### src/rtl/core/mbe_pkg.sv
// Shared types, constants and helpers for the Mandelbrot escape-time block.
package mbe_pkg;

    localparam int Q_W         = 32;
    localparam int PIX_W       = 12;
    localparam int DIM_W       = 13;
    localparam int COUNT_W     = 16;
    localparam int CFG_IDX_W   = 3;
    localparam int CFG_DATA_W  = 32;
    localparam int PROD_MAG_W  = 45;
    localparam int QUEUE_DEPTH = 2;

    localparam logic [CFG_IDX_W-1:0] REG_MIN_R      = 3'd0;
    localparam logic [CFG_IDX_W-1:0] REG_MAX_R      = 3'd1;
    localparam logic [CFG_IDX_W-1:0] REG_MIN_I      = 3'd2;
    localparam logic [CFG_IDX_W-1:0] REG_MAX_I      = 3'd3;
    localparam logic [CFG_IDX_W-1:0] REG_IMG_WIDTH  = 3'd4;
    localparam logic [CFG_IDX_W-1:0] REG_IMG_HEIGHT = 3'd5;
    localparam logic [CFG_IDX_W-1:0] REG_ITER_LIMIT = 3'd6;

    localparam logic [Q_W-1:0]     RST_MIN_R      = 32'hE000_0000;
    localparam logic [Q_W-1:0]     RST_MAX_R      = 32'h1000_0000;
    localparam logic [Q_W-1:0]     RST_MIN_I      = 32'hE800_0000;
    localparam logic [Q_W-1:0]     RST_MAX_I      = 32'h1800_0000;
    localparam logic [DIM_W-1:0]   RST_IMG_WIDTH  = 13'd640;
    localparam logic [DIM_W-1:0]   RST_IMG_HEIGHT = 13'd480;
    localparam logic [COUNT_W-1:0] RST_ITER_LIMIT = 16'd255;

    // 4.0 at Q8.56
    localparam logic [63:0] ESCAPE_Q56 = 64'h0400_0000_0000_0000;
    localparam logic [Q_W-1:0] Q_MAXV = 32'h7FFF_FFFF;
    localparam logic [Q_W-1:0] Q_MINV = 32'h8000_0000;

    typedef struct packed {
        logic [Q_W-1:0]     min_r;
        logic [Q_W-1:0]     max_r;
        logic [Q_W-1:0]     min_i;
        logic [Q_W-1:0]     max_i;
        logic [DIM_W-1:0]   image_width;
        logic [DIM_W-1:0]   image_height;
        logic [COUNT_W-1:0] iteration_limit;
    } mbe_cfg_t;

    typedef struct packed {
        logic [Q_W-1:0] cr;
        logic [Q_W-1:0] ci;
    } mbe_point_t;

    typedef struct packed {
        logic full;
        logic empty;
    } mbe_qstat_t;

    typedef enum logic [2:0] {
        F_IDLE,
        F_PROD,
        F_DIV,
        F_SUM,
        F_PUSH
    } mbe_fstate_t;

    typedef enum logic [1:0] {
        B_IDLE,
        B_MUL,
        B_UPD
    } mbe_bstate_t;

    // Clamp a wide signed value into the Q4.28 range.
    function automatic logic [Q_W-1:0] sat_q(input logic signed [63:0] v);
        logic [Q_W-1:0] r;
        if ((&v[63:31]) || (~|v[63:31]))
        begin
            r = v[31:0];
        end
        else if (v[63])
        begin
            r = Q_MINV;
        end
        else
        begin
            r = Q_MAXV;
        end
        return r;
    endfunction

endpackage

### src/rtl/core/mbe_queue.sv
// Short queue of mapped points between the front and the back.
module mbe_queue
    import mbe_pkg::*;
(
    input  logic       clk,
    input  logic       rst_n,
    input  logic       push,
    input  mbe_point_t push_data,
    input  logic       pop,
    output mbe_point_t pop_data,
    output mbe_qstat_t status
);

    localparam int PTR_W = (QUEUE_DEPTH > 1) ? $clog2(QUEUE_DEPTH) : 1;
    localparam int CNT_W = $clog2(QUEUE_DEPTH + 1);

    mbe_point_t       entry_reg [QUEUE_DEPTH];
    logic [PTR_W-1:0] wr_ptr_reg, wr_ptr_next;
    logic [PTR_W-1:0] rd_ptr_reg, rd_ptr_next;
    logic [CNT_W-1:0] cnt_reg, cnt_next;

    always_comb
    begin
        wr_ptr_next = wr_ptr_reg;
        rd_ptr_next = rd_ptr_reg;
        cnt_next    = cnt_reg;
        if (push)
        begin
            wr_ptr_next = (wr_ptr_reg == PTR_W'(QUEUE_DEPTH - 1)) ? '0 : wr_ptr_reg + 1'b1;
        end
        if (pop)
        begin
            rd_ptr_next = (rd_ptr_reg == PTR_W'(QUEUE_DEPTH - 1)) ? '0 : rd_ptr_reg + 1'b1;
        end
        if (push && !pop)
        begin
            cnt_next = cnt_reg + 1'b1;
        end
        else if (pop && !push)
        begin
            cnt_next = cnt_reg - 1'b1;
        end
    end

    always_ff @(posedge clk or negedge rst_n)
    begin
        if (!rst_n)
        begin
            wr_ptr_reg <= '0;
            rd_ptr_reg <= '0;
            cnt_reg    <= '0;
        end
        else
        begin
            wr_ptr_reg <= wr_ptr_next;
            rd_ptr_reg <= rd_ptr_next;
            cnt_reg    <= cnt_next;
        end
    end

    always_ff @(posedge clk)
    begin
        if (push)
        begin
            entry_reg[wr_ptr_reg] <= push_data;
        end
    end

    assign pop_data     = entry_reg[rd_ptr_reg];
    assign status.full  = (cnt_reg == CNT_W'(QUEUE_DEPTH));
    assign status.empty = (cnt_reg == '0);

    a_no_overflow: assert property (@(posedge clk) disable iff (!rst_n)
        push |-> (cnt_reg != CNT_W'(QUEUE_DEPTH)))
        else $error("queue push while full");

    a_no_underflow: assert property (@(posedge clk) disable iff (!rst_n)
        pop |-> (cnt_reg != '0))
        else $error("queue pop while empty");

endmodule

### config.mk
export PLATFORM = sky130hd
export DESIGN_NAME = mbe_queue
export DESIGN_NICKNAME = d
export VERILOG_FILES = /design/src/rtl/core/mbe_pkg.sv /design/src/rtl/core/mbe_queue.sv
export SDC_FILE = /design/constraint.sdc
export NUM_CORES = 1
export LEC_CHECK = 0
export ABC_AREA = 1
export BUFFER_PORTS_ARGS = -buffer_cell sky130_fd_sc_hd__buf_2
export CAP_MARGIN = 20
export CORE_ASPECT_RATIO = 0.8
export CORE_MARGIN = 1
export CORE_UTILIZATION = 47
export DETAILED_ROUTE_END_ITERATION = 16
export HOLD_SLACK_MARGIN = 0.03
export PLACE_DENSITY = 0.79
export REMOVE_ABC_BUFFERS = 1
export SLEW_MARGIN = 30
export SYNTH_ARGS = -nofsm -noshare
export SYNTH_HDL_FRONTEND = slang
export SYNTH_SLANG_ARGS = --single-unit
### constraint.sdc
create_clock -name clk -period 3.35 [get_ports clk]
set_input_delay 0.67 -clock clk [delete_from_list [all_inputs] [get_ports clk]]
set_output_delay 0.67 -clock clk [all_outputs]
set_load 0.01 [all_outputs]
==> key figures <==
Yosys
  • Ys flop type: edfxtp_1
  • Post-Synth Simple-Gate Area: 0.821%
  • Mean Syn Cell Area: 22.5 um2
  • Post-synthesis compound-gate area fraction: 0%
  • Largest family of logic cells by synthesized area: multiplexers
  • Synth top area share: 76.4%
  • Area leader, netlist: edfxtp_1
  • Synthesized area: 5030 um2
  • Syn Inst Count: 224
  • Share of flip-flops with an asynchronous set or reset: 3.03%
  • Top cells by instance count after synthesis: edfxtp_1 (128), mux2_4 (50), mux2_2 (14)
  • Number of synthesis warnings: 0
  • Sequential share of the synthesized area: 78.4%
  • Multiplexer share of the synthesized area: 18.1%
  • Yosys reg bits: 132
  • Synth top area cells: edfxtp_1 (76%), mux2_4 (15%), mux2_2 (3.1%)
  • Count leader, synth: edfxtp_1
  • Yosys cell types: 14
  • XOR/XNOR share of the synthesized area: 0.522%
  • Synth Area in Adders: 0.249%
  • EDFF count, synth: 128

Place
  • Placer congestion estimate: 0.696
  • I/O Buffers: 133
  • Post-DP HPWL: 5380 um
  • Placed cells: 493

Clock network
  • Clock transition at path regs: 0.05 ns
  • CTS Hold Buffers Added: 0
  • Clk sinks: 132
  • Number of buffers created by CTS: 17
  • CTS tree: built
  • PostCTS Resize Cnt: 0
  • H-tree depth: 4
  • CTS root buf: clkbuf_16
  • CTS max path bufs: 2
  • Setup repair bufs after CTS: 0
  • Clock Latency Late Sink: 0.40 ns

Worst setup path
  • Critical path class: flop to primary output
  • Reg2Reg Depth: 2
  • CP Capture Point: pop_data[47]
  • Startpoint types: flop
  • CP required: 2.68 ns
  • Critical Path AT: 1.93 ns
  • Reg-to-reg endpoint: entry_reg[0][9]
  • Reg2reg start: wr_ptr_reg
  • CP Capture Type: primary output
  • CP max FO: 51
  • Flop-to-flop setup slack: 1.79 ns
  • CP Launch Point: rd_ptr_reg

Run status
  • Status: completed

Floorplan
  • Die extent in y: 94.5 um
  • Starting density of the core: 48.7%
  • Die ar.: 11100 um2
  • Std cell rows: 33
  • Die Wd: 118 um
  • Core box area: 10300 um2
  • Io pins: 134

Final layout
  • Area taken by multi-input logic gates: 996 um2
  • FF/Latch Area: 3950 um2
  • Non-filler cells in the finished layout: 524
  • Share of cells above drive strength 1: 59.4%
  • Fin util: 63.1%
  • Max FFs per register: 128
  • Final Net Count: 441
  • Antenna diode count: 0
  • Layout area overhead: 29.4%
  • Filler cells: 746

Global route
  • GRT overflow: 0
  • Initial antenna violation count: 0
  • Via count of the first global-routing pass: 2615
  • Largest net degree at the start of global routing: 52
  • First-pass GRT wire length: 13000 um
  • GRT Total Usage: 16.3%

Power
  • Clock power share: 33.8%
  • Internal: 4.40 mW
  • Flop pwr share: 39.4%
  • Worst IR Drop VDD: 554 uV
  • Comb pwr share: 26.8%
  • Pleak: 2.65 nW
  • Sw Ratio: 25.7%
  • Switching power: 1.52 mW
  • Total Power: 5.92 mW
  • PD cells: 909 nW/um2

Worst hold path
  • Hold Path Class: input port to async pin

STA
  • Final worst-path cycle share: 77.8%
  • Fmax: 384 MHz
  • Final setup violation count: 0
  • Worst relative slew slack: 68.4%
  • Unrepaired setup endpoints after global routing: no
  • Final Hold Viols: 0
  • TNS Setup: 0 ns
  • Tmin final: 2.60 ns
  • Worst-Margin Slew: 0.473 ns
  • Final number of max-transition violations: 0
  • Setup Skew: 0.00338 ns

Drt
  • Remaining antenna violation count: 0
  • Vias after detailed routing: 2509
  • Drt drc: 0
  • Drt wl/cell: 16.2 um
  • Initial DRT Pass Iterations: 4
  • WL final: 8470 um
  • Iteration-0 DRC Markers: 93
  • Number of vias per cell: 4.79

Job
  • Number of max-cap violations: 0
metrics by stage:
stage / hold slack [ns] / worst slack [ns] / area, um2
after floorplan: 0.374 / -0.532 / 4960
after global placement: 0.479 / 1.18 / 5870
after detailed placement: 0.481 / 1.17 / 5870
after CTS: 0.0447 / 0.723 / 6510
after global routing: 0.0437 / 0.677 / 6510
final: 0.0614 / 0.745 / 6510
worst max-delay path, cell delays in order (launching register included):
cell and delay [ns]:
dfrtp_4 0.59, buf_12 0.34, mux2_2 0.38, buf_2 0.14
layout make-up:
class,count,share of cell area (%)
Clock inverter,13,3.27
Sequential cell,132,60.6
Inverter,7,0.403
Tap cell,140,2.69
Clock buffer,18,6.59
Timing Repair Buffer,136,11.1
Multi-Input combinational cell,78,15.3
worst min path at each step:
stage                       to
floorplan           cnt_reg[0]
global placement    rd_ptr_reg
detailed placement  wr_ptr_reg
CTS                 cnt_reg[0]
global route        wr_ptr_reg
finish              cnt_reg[0]
power by group through the flow:
| stage | combinational (mW) | clock [mW] | sequential [mW] |
|---|---|---|---|
| floorplan | 1.01 | 0 | 2.46 |
| CTS | 1.62 | 2.04 | 2.34 |
| global placement | 1.60 | 0 | 2.34 |
| global route | 1.71 | 2.10 | 2.37 |
| finish | 1.59 | 2.00 | 2.33 |
| detailed placement | 1.61 | 0 | 2.37 |
logic make-up (layout without fill, tap and decap cells):
group,count (synthesis),count (layout)
flip-flops,132,132
multiplexers,64,64
buffers and inverters,14,174
AND/OR/NAND/NOR,10,10
XOR/XNOR,3,3
adder cells (fa/ha/maj),1,1
metal layers:
| metal | global-route usage (%) | wire [um] | vias up |
|---|---|---|---|
| li1 | - | - | 1169 |
| met5 | 0 | 0 | - |
| met3 | 7.61 | 689 | 15 |
| met4 | 7.69 | 132 | 0 |
| met1 | 17.9 | 3500 | 1227 |
| met2 | 27.3 | 4150 | 98 |
placed cells by master, fill, tap and decap left out, drive strengths merged, types with 2 or more instances in the layout:
cell	netlist	final
buf	7	136
edfxtp	128	128
mux2	64	64
clkbuf	0	18
inv	7	7
clkinv	0	7
bufinv	0	6
nand2	5	5
dfrtp	4	4
nor2	3	3
xor2	2	2
(Power assumes the default switching activity.)
